--- config.mk ---
export PLATFORM = sky130hd
export DESIGN_NAME = hsv_sweep_to_rgb_top
export DESIGN_NICKNAME = d
export VERILOG_FILES = /design/src/rtl/hsv_s2r_pkg.sv /design/src/rtl/hsv_s2r_mul.sv /design/src/rtl/hsv_s2r_bounce.sv /design/src/rtl/hsv_s2r_seq.sv /design/src/rtl/hsv_sweep_to_rgb_top.sv
export VERILOG_INCLUDE_DIRS = /design/src /design/src/rtl
export SDC_FILE = /design/constraint.sdc
export NUM_CORES = 1
export LEC_CHECK = 0
export BUFFER_PORTS_ARGS = -buffer_cell sky130_fd_sc_hd__buf_4
export CAP_MARGIN = 20
export CORE_MARGIN = 5
export CORE_UTILIZATION = 50
export CTS_BUF_LIST = sky130_fd_sc_hd__clkbuf_2
export DETAILED_ROUTE_END_ITERATION = 6
export HOLD_SLACK_MARGIN = 0.12
export PLACE_DENSITY = 0.74
export SLEW_MARGIN = 15
export SYNTH_ARGS = -nofsm -noshare
export SYNTH_HDL_FRONTEND = slang
export SYNTH_SLANG_ARGS = --single-unit
export TNS_END_PERCENT = 10
--- constraint.sdc ---
create_clock -name clk -period 13.1 [get_ports clk]
set_input_delay 0.655 -clock clk [delete_from_list [all_inputs] [get_ports clk]]
set_output_delay 0.655 -clock clk [all_outputs]
set_load 0.005 [all_outputs]
--- src/rtl/hsv_sweep_to_rgb_top_macros.svh ---
// ----------------------------------------------------------------------------
// hsv_sweep_to_rgb_top_macros: assertion shorthands
// Concurrent checks clocked on clk and held off while rst is high.
// ----------------------------------------------------------------------------
`ifndef HSV_SWEEP_TO_RGB_TOP_MACROS_SVH
`define HSV_SWEEP_TO_RGB_TOP_MACROS_SVH

// Check cons in the same cycle as ante
`define HSV_S2R_ASSERT_HOLDS(lbl, ante, cons, msg) \
  lbl: assert property (@(posedge clk) disable iff (rst) (ante) |-> (cons)) \
    else $error(msg);

// Check cons in the cycle after ante
`define HSV_S2R_ASSERT_NEXT(lbl, ante, cons, msg) \
  lbl: assert property (@(posedge clk) disable iff (rst) (ante) |=> (cons)) \
    else $error(msg);

`endif

--- src/rtl/hsv_s2r_pkg.sv ---
// ----------------------------------------------------------------------------
// hsv_s2r_pkg: shared types and constants
// Widths, scale factors, operation codes and sequencer control for the
// HSV sweep to RGB block.
// ----------------------------------------------------------------------------
`default_nettype none

package hsv_s2r_pkg;

  localparam int HUE_W   = 9;
  localparam int PCT_W   = 7;
  localparam int BYTE_W  = 8;
  localparam int STEP_W  = 6;
  localparam int MODE_W  = 2;
  localparam int MUL_A_W = 9;
  localparam int MUL_B_W = 16;
  localparam int MUL_P_W = MUL_A_W + MUL_B_W;

  localparam logic [HUE_W-1:0]  HUE_TOP  = 9'd360;
  localparam logic [PCT_W-1:0]  PCT_TOP  = 7'd100;
  localparam logic [BYTE_W-1:0] SECTOR   = 8'd43;
  localparam logic [BYTE_W-1:0] BYTE_MAX = 8'd255;

  // floor(v*255/360) == (v*HUE_RECIP) >> HUE_SHIFT for v in 0..360
  localparam logic [MUL_B_W-1:0] HUE_RECIP = 16'd46427;
  localparam int                 HUE_SHIFT = 16;
  // floor(v*255/100) == (v*PCT_RECIP) >> PCT_SHIFT for v in 0..100
  localparam logic [MUL_B_W-1:0] PCT_RECIP = 16'd41780;
  localparam int                 PCT_SHIFT = 14;
  localparam int                 FRAC_SHIFT = 8;

  typedef enum logic [2:0] {
    OP_HUE, OP_SAT, OP_BRI, OP_P, OP_X1, OP_X2, OP_Q, OP_T
  } mul_op_t;

  typedef enum logic [1:0] {ST_IDLE, ST_RUN, ST_DONE} seq_state_t;

  typedef enum logic [1:0] {MODE_HOLD, MODE_HUE, MODE_SAT, MODE_BRI} sweep_mode_t;

  typedef enum logic {CFG_SWEEP_MODE, CFG_STEP_SIZE} cfg_index_t;

  typedef enum logic {CMD_TICK, CMD_LOAD} command_t;

  typedef struct packed {
    logic    start;
    logic    run;
    mul_op_t op;
    logic    last;
  } seq_ctrl_t;

endpackage

`default_nettype wire

--- src/rtl/hsv_s2r_mul.sv ---
// ----------------------------------------------------------------------------
// hsv_s2r_mul: shared multiply unit
// Selects the operands of one conversion step, multiplies them and returns
// the scaled 8-bit byte of the product.
// ----------------------------------------------------------------------------
`default_nettype none

module hsv_s2r_mul
  import hsv_s2r_pkg::*;
(
  input  mul_op_t           op,
  input  logic [HUE_W-1:0]  hue_level,
  input  logic [PCT_W-1:0]  saturation_level,
  input  logic [PCT_W-1:0]  brightness_level,
  input  logic [BYTE_W-1:0] sat_byte,
  input  logic [BYTE_W-1:0] val_byte,
  input  logic [BYTE_W-1:0] rem6,
  input  logic [BYTE_W-1:0] x1,
  input  logic [BYTE_W-1:0] x2,
  output logic [BYTE_W-1:0] result
);

  logic [MUL_A_W-1:0] op_a;
  logic [MUL_B_W-1:0] op_b;
  logic [MUL_P_W-1:0] prod;

  // Pick operands for the current step
  always_comb begin
    unique case (op)
      OP_HUE: begin
        op_a = hue_level;
        op_b = HUE_RECIP;
      end
      OP_SAT: begin
        op_a = MUL_A_W'(saturation_level);
        op_b = PCT_RECIP;
      end
      OP_BRI: begin
        op_a = MUL_A_W'(brightness_level);
        op_b = PCT_RECIP;
      end
      OP_P: begin
        op_a = MUL_A_W'(val_byte);
        op_b = MUL_B_W'(BYTE_MAX - sat_byte);
      end
      OP_X1: begin
        op_a = MUL_A_W'(sat_byte);
        op_b = MUL_B_W'(rem6);
      end
      OP_X2: begin
        op_a = MUL_A_W'(sat_byte);
        op_b = MUL_B_W'(BYTE_MAX - rem6);
      end
      OP_Q: begin
        op_a = MUL_A_W'(val_byte);
        op_b = MUL_B_W'(BYTE_MAX - x1);
      end
      OP_T: begin
        op_a = MUL_A_W'(val_byte);
        op_b = MUL_B_W'(BYTE_MAX - x2);
      end
    endcase
  end

  assign prod = MUL_P_W'(op_a) * MUL_P_W'(op_b);

  // Take the byte at the step's fixed-point position
  always_comb begin
    unique case (op) inside
      OP_HUE:         result = prod[HUE_SHIFT +: BYTE_W];
      OP_SAT, OP_BRI: result = prod[PCT_SHIFT +: BYTE_W];
      default:        result = prod[FRAC_SHIFT +: BYTE_W];
    endcase
  end

endmodule

`default_nettype wire

--- src/rtl/hsv_s2r_bounce.sv ---
// ----------------------------------------------------------------------------
// hsv_s2r_bounce: bouncing step unit
// Moves one swept level by the step size, turning around at 0 and at the
// channel maximum, and saturating a turn that would leave the range.
// ----------------------------------------------------------------------------
`default_nettype none

module hsv_s2r_bounce
  import hsv_s2r_pkg::*;
(
  input  logic [HUE_W-1:0]  level,
  input  logic [STEP_W-1:0] step,
  input  logic [HUE_W-1:0]  top,
  input  logic              down,
  output logic [HUE_W-1:0]  level_next,
  output logic              down_next
);

  logic [HUE_W-1:0] step_ext;
  logic [HUE_W:0]   sum;
  logic [HUE_W-1:0] diff;

  assign step_ext = HUE_W'(step);
  assign sum      = {1'b0, level} + {1'b0, step_ext};
  assign diff     = level - step_ext;

  // Advance or turn around
  always_comb begin
    if (down) begin
      if (level < step_ext) begin
        down_next  = 1'b0;
        level_next = (sum > {1'b0, top}) ? top : sum[HUE_W-1:0];
      end else begin
        down_next  = 1'b1;
        level_next = diff;
      end
    end else begin
      if (sum > {1'b0, top}) begin
        down_next  = 1'b1;
        level_next = (level >= step_ext) ? diff : '0;
      end else begin
        down_next  = 1'b0;
        level_next = sum[HUE_W-1:0];
      end
    end
  end

endmodule

`default_nettype wire

--- src/rtl/hsv_s2r_seq.sv ---
// ----------------------------------------------------------------------------
// hsv_s2r_seq: step sequencer
// Takes one transaction, walks the multiply unit through its eight steps and
// holds the result until the output side takes it.
// ----------------------------------------------------------------------------
`default_nettype none

module hsv_s2r_seq
  import hsv_s2r_pkg::*;
(
  input  logic      clk,
  input  logic      rst,
  input  logic      in_valid,
  input  logic      out_ready,
  output logic      in_ready,
  output logic      out_valid,
  output seq_ctrl_t ctrl
);

  seq_state_t state;
  seq_state_t state_next;
  logic [2:0] step;
  logic [2:0] step_next;

  // State and step counter
  always_ff @(posedge clk) begin
    if (rst) begin
      state <= ST_IDLE;
      step  <= '0;
    end else begin
      state <= state_next;
      step  <= step_next;
    end
  end

  // Next state and step controls
  always_comb begin
    state_next = state;
    step_next  = step;
    in_ready   = 1'b0;
    out_valid  = 1'b0;
    ctrl.start = 1'b0;
    ctrl.run   = 1'b0;
    ctrl.op    = mul_op_t'(step);
    ctrl.last  = 1'b0;
    unique case (state)
      ST_IDLE: begin
        in_ready = 1'b1;
        if (in_valid) begin
          ctrl.start = 1'b1;
          step_next  = '0;
          state_next = ST_RUN;
        end
      end
      ST_RUN: begin
        ctrl.run = 1'b1;
        if (ctrl.op == OP_T) begin
          ctrl.last  = 1'b1;
          state_next = ST_DONE;
        end else begin
          step_next = step + 3'd1;
        end
      end
      ST_DONE: begin
        out_valid = 1'b1;
        if (out_ready) begin
          state_next = ST_IDLE;
        end
      end
      default: begin
        state_next = ST_IDLE;
      end
    endcase
  end

endmodule

`default_nettype wire

--- src/rtl/hsv_sweep_to_rgb_top.sv ---
// ----------------------------------------------------------------------------
// hsv_sweep_to_rgb_top: HSV holder with bouncing sweep and 8-bit RGB output
// The result is valid after the input transaction is taken and the sequencer
// has run eight passes through the single shared multiplier; no new
// transaction is taken until the result has been handed off.
// Reset: HSV levels zero, all sweep directions up, mode hold, step size 1.
// ----------------------------------------------------------------------------
`default_nettype none

`include "hsv_sweep_to_rgb_top_macros.svh"

module hsv_sweep_to_rgb_top
  import hsv_s2r_pkg::*;
(
  input  logic              clk,
  input  logic              rst,
  input  logic              cfg_we,
  input  logic              cfg_index,
  input  logic [STEP_W-1:0] cfg_data,
  input  logic              in_valid,
  output logic              in_ready,
  input  logic              command,
  input  logic [HUE_W-1:0]  hue_in,
  input  logic [PCT_W-1:0]  saturation_in,
  input  logic [PCT_W-1:0]  brightness_in,
  output logic              out_valid,
  input  logic              out_ready,
  output logic [BYTE_W-1:0] red,
  output logic [BYTE_W-1:0] green,
  output logic [BYTE_W-1:0] blue,
  output logic [HUE_W-1:0]  hue_out,
  output logic [PCT_W-1:0]  saturation_out,
  output logic [PCT_W-1:0]  brightness_out
);

  localparam int DIR_HUE = 0;
  localparam int DIR_SAT = 1;
  localparam int DIR_BRI = 2;

  seq_ctrl_t          ctrl;
  sweep_mode_t        sweep_mode;
  logic [STEP_W-1:0]  step_size;
  logic [HUE_W-1:0]   hue_level;
  logic [PCT_W-1:0]   saturation_level;
  logic [PCT_W-1:0]   brightness_level;
  logic [2:0]         dir_flags;
  logic               is_tick;

  logic               grey;
  logic [BYTE_W-1:0]  hue_byte;
  logic [BYTE_W-1:0]  sat_byte;
  logic [BYTE_W-1:0]  val_byte;
  logic [BYTE_W-1:0]  p_term;
  logic [BYTE_W-1:0]  q_term;
  logic [BYTE_W-1:0]  t_term;
  logic [BYTE_W-1:0]  x1;
  logic [BYTE_W-1:0]  x2;

  logic [BYTE_W-1:0]  mul_res;
  logic [2:0]         region;
  logic [BYTE_W-1:0]  region_base;
  logic [BYTE_W-1:0]  rem;
  logic [BYTE_W-1:0]  rem6;

  logic [HUE_W-1:0]   bnc_level;
  logic [HUE_W-1:0]   bnc_top;
  logic               bnc_down;
  logic [HUE_W-1:0]   bnc_level_next;
  logic               bnc_down_next;

  hsv_s2r_seq u_seq (
    .clk       (clk),
    .rst       (rst),
    .in_valid  (in_valid),
    .out_ready (out_ready),
    .in_ready  (in_ready),
    .out_valid (out_valid),
    .ctrl      (ctrl)
  );

  hsv_s2r_mul u_mul (
    .op               (ctrl.op),
    .hue_level        (hue_level),
    .saturation_level (saturation_level),
    .brightness_level (brightness_level),
    .sat_byte         (sat_byte),
    .val_byte         (val_byte),
    .rem6             (rem6),
    .x1               (x1),
    .x2               (x2),
    .result           (mul_res)
  );

  hsv_s2r_bounce u_bounce (
    .level      (bnc_level),
    .step       (step_size),
    .top        (bnc_top),
    .down       (bnc_down),
    .level_next (bnc_level_next),
    .down_next  (bnc_down_next)
  );

  // Hue region and remainder from the scaled hue
  always_comb begin
    region      = '0;
    region_base = '0;
    for (int k = 1; k < 6; k++) begin
      if (hue_byte >= BYTE_W'(k * SECTOR)) begin
        region      = 3'(k);
        region_base = BYTE_W'(k * SECTOR);
      end
    end
    rem  = hue_byte - region_base;
    rem6 = BYTE_W'({rem, 2'b00} + {1'b0, rem, 1'b0});
  end

  // Route the swept channel to the bounce unit
  always_comb begin
    unique case (sweep_mode)
      MODE_SAT: begin
        bnc_level = HUE_W'(saturation_level);
        bnc_top   = HUE_W'(PCT_TOP);
        bnc_down  = dir_flags[DIR_SAT];
      end
      MODE_BRI: begin
        bnc_level = HUE_W'(brightness_level);
        bnc_top   = HUE_W'(PCT_TOP);
        bnc_down  = dir_flags[DIR_BRI];
      end
      MODE_HUE, MODE_HOLD: begin
        bnc_level = hue_level;
        bnc_top   = HUE_TOP;
        bnc_down  = dir_flags[DIR_HUE];
      end
    endcase
  end

  // Configuration, held levels and sweep directions
  always_ff @(posedge clk) begin
    if (rst) begin
      sweep_mode       <= MODE_HOLD;
      step_size        <= STEP_W'(1);
      hue_level        <= '0;
      saturation_level <= '0;
      brightness_level <= '0;
      dir_flags        <= '0;
      is_tick          <= 1'b0;
    end else begin
      if (cfg_we) begin
        unique case (cfg_index_t'(cfg_index))
          CFG_SWEEP_MODE: sweep_mode <= sweep_mode_t'(cfg_data[MODE_W-1:0]);
          CFG_STEP_SIZE:  step_size  <= cfg_data;
        endcase
      end
      // Load clamps the new values into range
      if (ctrl.start) begin
        is_tick <= (command_t'(command) == CMD_TICK);
        if (command_t'(command) == CMD_LOAD) begin
          hue_level        <= (hue_in > HUE_TOP) ? HUE_TOP : hue_in;
          saturation_level <= (saturation_in > PCT_TOP) ? PCT_TOP : saturation_in;
          brightness_level <= (brightness_in > PCT_TOP) ? PCT_TOP : brightness_in;
        end
      end
      // Sweep after the conversion has read the old levels
      if (ctrl.last && is_tick) begin
        case (sweep_mode)
          MODE_HUE: begin
            hue_level          <= bnc_level_next;
            dir_flags[DIR_HUE] <= bnc_down_next;
          end
          MODE_SAT: begin
            saturation_level   <= bnc_level_next[PCT_W-1:0];
            dir_flags[DIR_SAT] <= bnc_down_next;
          end
          MODE_BRI: begin
            brightness_level   <= bnc_level_next[PCT_W-1:0];
            dir_flags[DIR_BRI] <= bnc_down_next;
          end
          default: begin
          end
        endcase
      end
    end
  end

  // Capture each step's product
  always_ff @(posedge clk) begin
    if (ctrl.run) begin
      unique case (ctrl.op)
        OP_HUE: begin
          hue_byte <= mul_res;
          grey     <= (saturation_level == '0);
        end
        OP_SAT: sat_byte <= mul_res;
        OP_BRI: val_byte <= mul_res;
        OP_P:   p_term   <= mul_res;
        OP_X1:  x1       <= mul_res;
        OP_X2:  x2       <= mul_res;
        OP_Q:   q_term   <= mul_res;
        OP_T:   t_term   <= mul_res;
      endcase
    end
  end

  // Assemble RGB from the held terms
  always_comb begin
    if (grey) begin
      red   = val_byte;
      green = val_byte;
      blue  = val_byte;
    end else begin
      case (region)
        3'd0: begin
          red = val_byte; green = t_term; blue = p_term;
        end
        3'd1: begin
          red = q_term; green = val_byte; blue = p_term;
        end
        3'd2: begin
          red = p_term; green = val_byte; blue = t_term;
        end
        3'd3: begin
          red = p_term; green = q_term; blue = val_byte;
        end
        3'd4: begin
          red = t_term; green = p_term; blue = val_byte;
        end
        default: begin
          red = val_byte; green = p_term; blue = q_term;
        end
      endcase
    end
  end

  assign hue_out        = hue_level;
  assign saturation_out = saturation_level;
  assign brightness_out = brightness_level;

  // Checks
  `HSV_S2R_ASSERT_HOLDS(a_busy_excl, out_valid, !in_ready, "input taken while result pending")
  `HSV_S2R_ASSERT_NEXT(a_accept_busy, in_valid && in_ready, !in_ready && !out_valid, "sequencer skipped steps")
  `HSV_S2R_ASSERT_HOLDS(a_level_range, 1'b1, (hue_level <= HUE_TOP) && (saturation_level <= PCT_TOP) && (brightness_level <= PCT_TOP), "held level out of range")
  `HSV_S2R_ASSERT_HOLDS(a_grey_path, out_valid && grey, (red == green) && (green == blue), "grey result not uniform")

endmodule

`default_nettype wire
==> metrics.cfg <==
[run_status]
outcome=completed

[timing]
drv_slew=0
maxSlewHeadroom=0.246
finalSetupViolations=0
grt_setup_unrepaired=false
fmax_mhz=89.9
hold_viol=0
fin_tns_setup_ps=0
fin_crit_sh=0.849
finClkSkew_ps=48.8
timing.hold.ws_ps=223
fin_crit_ps=11120
worst_slew_pin_slew_ps=1120

[clock_network]
htree_levels=3
cts_buffers=9
cts.path.max_buffers=2
cts_setup_buffers=0
root_buffer=clkbuf_2
clock_latency_ps=650
cts_sinks=105
clkTransAtPathRegs_ps=340
cts_tree=yes
cts_resized=0
ctsHoldBuffers=0

[critical_path]
r2r_slack_ps=1980
cp_common_cell=fa_1
crit_arrival_ps=11450
critPathLaunchType=flop
critPathSlowestCell=o41ai_4
cpPeakStageDelay_ps=760
regToRegStartpoint=hue_byte[1]
cp.required_ps=13430
crit_type=reg2reg
end_kind=flop
reg2reg_to=hue_byte[3]
ff2ff_path_depth=35
path_max_fanout=19

[power_and_ir_drop]
p_leak_nw=5.20
pwr-share-seq=0.287
p_sw_frac=0.451
p_comb_frac=0.607
pwr-share-clk=0.106
power_density_mw_per_mm2=125
power.internal_w=0.000817
netSwitchingPower_w=0.000673
vdd_drop_max_mv=0.118

[flow_run]
drv_cap=0

[detailed_routing]
drt_first_pass_iters=5
drc=0
postRouteAntennaNets=0
drtIter0Drc=953
vias=9628
routed_wl_mm=30.1
vias_per_cell=6.03
routedWlPerCell_um=18.9

[yosys]
yosys-top-cells-area=edfxtp_1 18%, fa_1 15%, ha_1 9.8%
synth_cell_type_count=85
synth_top_area_cell=edfxtp_1
async_reset_ff_frac=0
synth_cells=1257
synth_commonest_cells=154 x inv_1, 132 x nor2_1, 110 x nand2_1
synth_compound_area_frac=0.194
ys_ff_latch=105
synth_seq_area_share=0.251
synth_top_area_frac=0.178
synth_enable_flop_cells=65
syn_nets=1463
synthMuxAreaShare=0.0187
synth-main-ff-cell=edfxtp_1
synthXorXnorAreaFrac=0.0276
synth_warnings=0
yosys.area_share.adder=0.252
synth_most_common_cell=inv_1
synth_top_family_by_area=adder cells
netlist_area_mm2=0.0110
yosys.area_share.simple=0.183
avgSynthCellArea_um2=8.72

[die]
core_area_mm2=0.0217
die_w_um=158
pin_count=85
dieArea_mm2=0.0250
start_util=0.505
rows=54
die-height_um=158

[finish]
finalNetCount=1517
drive_gt1_frac=0.110
area_growth_syn_to_layout_pct=8.98
diodes=0

[global_route]
grt_pass1_wl_mm=48.4
grt_pass1_vias=9192
antenna_found_initial=0
gr-total-overflow=0
grt_usage=0.243
grt_max_degree=42

[worst_hold_path]
holdPathEnd=step_size[4]
hold_depth=3
hp-class=in2reg
min_from=cfg_data[4]

[place]
dp_hpwl_mm=24.2
port_buffers=84
gp_congestion=0.920

==> worst max-delay path by stage <==
stage                start  cells after the start          end
6_report       hue_byte[1]                     35  hue_byte[3]
5_1_grt        hue_byte[1]                     36        x2[3]
4_1_cts        hue_byte[1]                     35  sat_byte[3]
3_5_place_dp   hue_byte[1]                     35  val_byte[3]
3_3_place_gp   hue_byte[1]                     35        x2[3]
2_1_floorplan  hue_byte[1]                     34  hue_byte[3]
==> critical path, delay by kind of cell, from the launching register on <==
| family | cells | cell delay, ps |
|---|---|---|
| AOI/OAI and AO/OA | 13 | 4040 |
| xor gates and xnor gates | 5 | 1190 |
| adders and majority gates | 8 | 3260 |
| buffers and inverters | 4 | 320 |
| DFF | 1 | 560 |
| muxes | 1 | 590 |
| and+or+nand+nor | 4 | 890 |
==> layout by cell type, fill, tap and decap left out, drive strengths merged, types with 7 or more instances in the layout <==
master / synthesis / layout
inv: 154 / 158
nor2: 132 / 132
nand2: 111 / 111
buf: 8 / 98
ha: 86 / 86
fa: 84 / 84
edfxtp: 65 / 65
o21ai: 61 / 61
a21oi: 59 / 59
dfxtp: 40 / 40
a221oi: 29 / 29
nand3: 25 / 25
nand2b: 24 / 24
nor2b: 21 / 21
and3: 21 / 21
xnor2: 20 / 20
a211oi: 19 / 19
mux2i: 16 / 16
nor3: 15 / 15
and2: 14 / 14
a31oi: 14 / 14
o22ai: 13 / 13
nand4: 13 / 13
or3: 13 / 13
xor2: 12 / 12
a22oi: 12 / 12
a21o: 11 / 11
clkbuf: 47 / 9
or2: 7 / 7
o31ai: 7 / 7
a2111oi: 7 / 7
==> area by class of cell <==
cell class	instances	area, um2
tap	280	350
sequential	105	2750
clock buffer	9	45.0
fill	1988	9750
multi-input combinational	942	7400
clock inverter	7	80.1
inverter	155	582
timing repair buffer	98	733
==> cells by family after synthesis <==
kind of cell / Yosys count
simple gates: 416
fa+ha+maj: 170
other cells: 1
buf+inv: 210
xor+xnor: 33
flops: 105
compound gates: 302
mux: 20
==> metal layers <==
metal | vias to the layer above | part of all wire | global-route usage | wire length [um]
met5 | - | 0 | 0 | 0
met4 | 0 | 0.031 | 0.0678 | 947
met3 | 76 | 0.065 | 0.0342 | 1950
met2 | 420 | 0.48 | 0.416 | 14500
met1 | 4609 | 0.42 | 0.325 | 12700
li1 | 4523 | - | - | -
==> registers in the layout, indices dropped and copies added (netlist names) <==
signal	count
brightness_out	7
t_term	8
u_seq.state	2
sat_byte	8
grey	1
saturation_out	7
hue_out	9
hue_byte	8
p_term	8
x1	8
x2	8
q_term	8
dir_flags	3
is_tick	1
val_byte	8
sweep_mode	2
step_size	6
u_seq.step	3
==> power by group through the flow <==
| stage | Sequential, W | Combinational, W | Clock (W) |
|---|---|---|---|
| after floorplan | 0.000425 | 0.000669 | 0 |
| after global placement | 0.000433 | 0.000875 | 0 |
| after global routing | 0.000430 | 0.00102 | 0.000172 |
| final | 0.000428 | 0.000905 | 0.000158 |
| after detailed placement | 0.000434 | 0.000895 | 0 |
| after CTS | 0.000427 | 0.000903 | 0.000161 |
==> per-stage QoR <==
step                      instance area (um2)  utilization  worst slack, ps  power, W  std cells
after floorplan                         11000            -             3650   0.00109       1257
after global placement                  11800        0.545             2440   0.00131       1579
after detailed placement                11800        0.545             2210   0.00133       1579
after CTS                               11900        0.550             2120   0.00149       1595
after global routing                    11900        0.551             1320   0.00162       1596
final                                   11900        0.551             1980   0.00149       1596
Power figures use the tool's default switching activity.
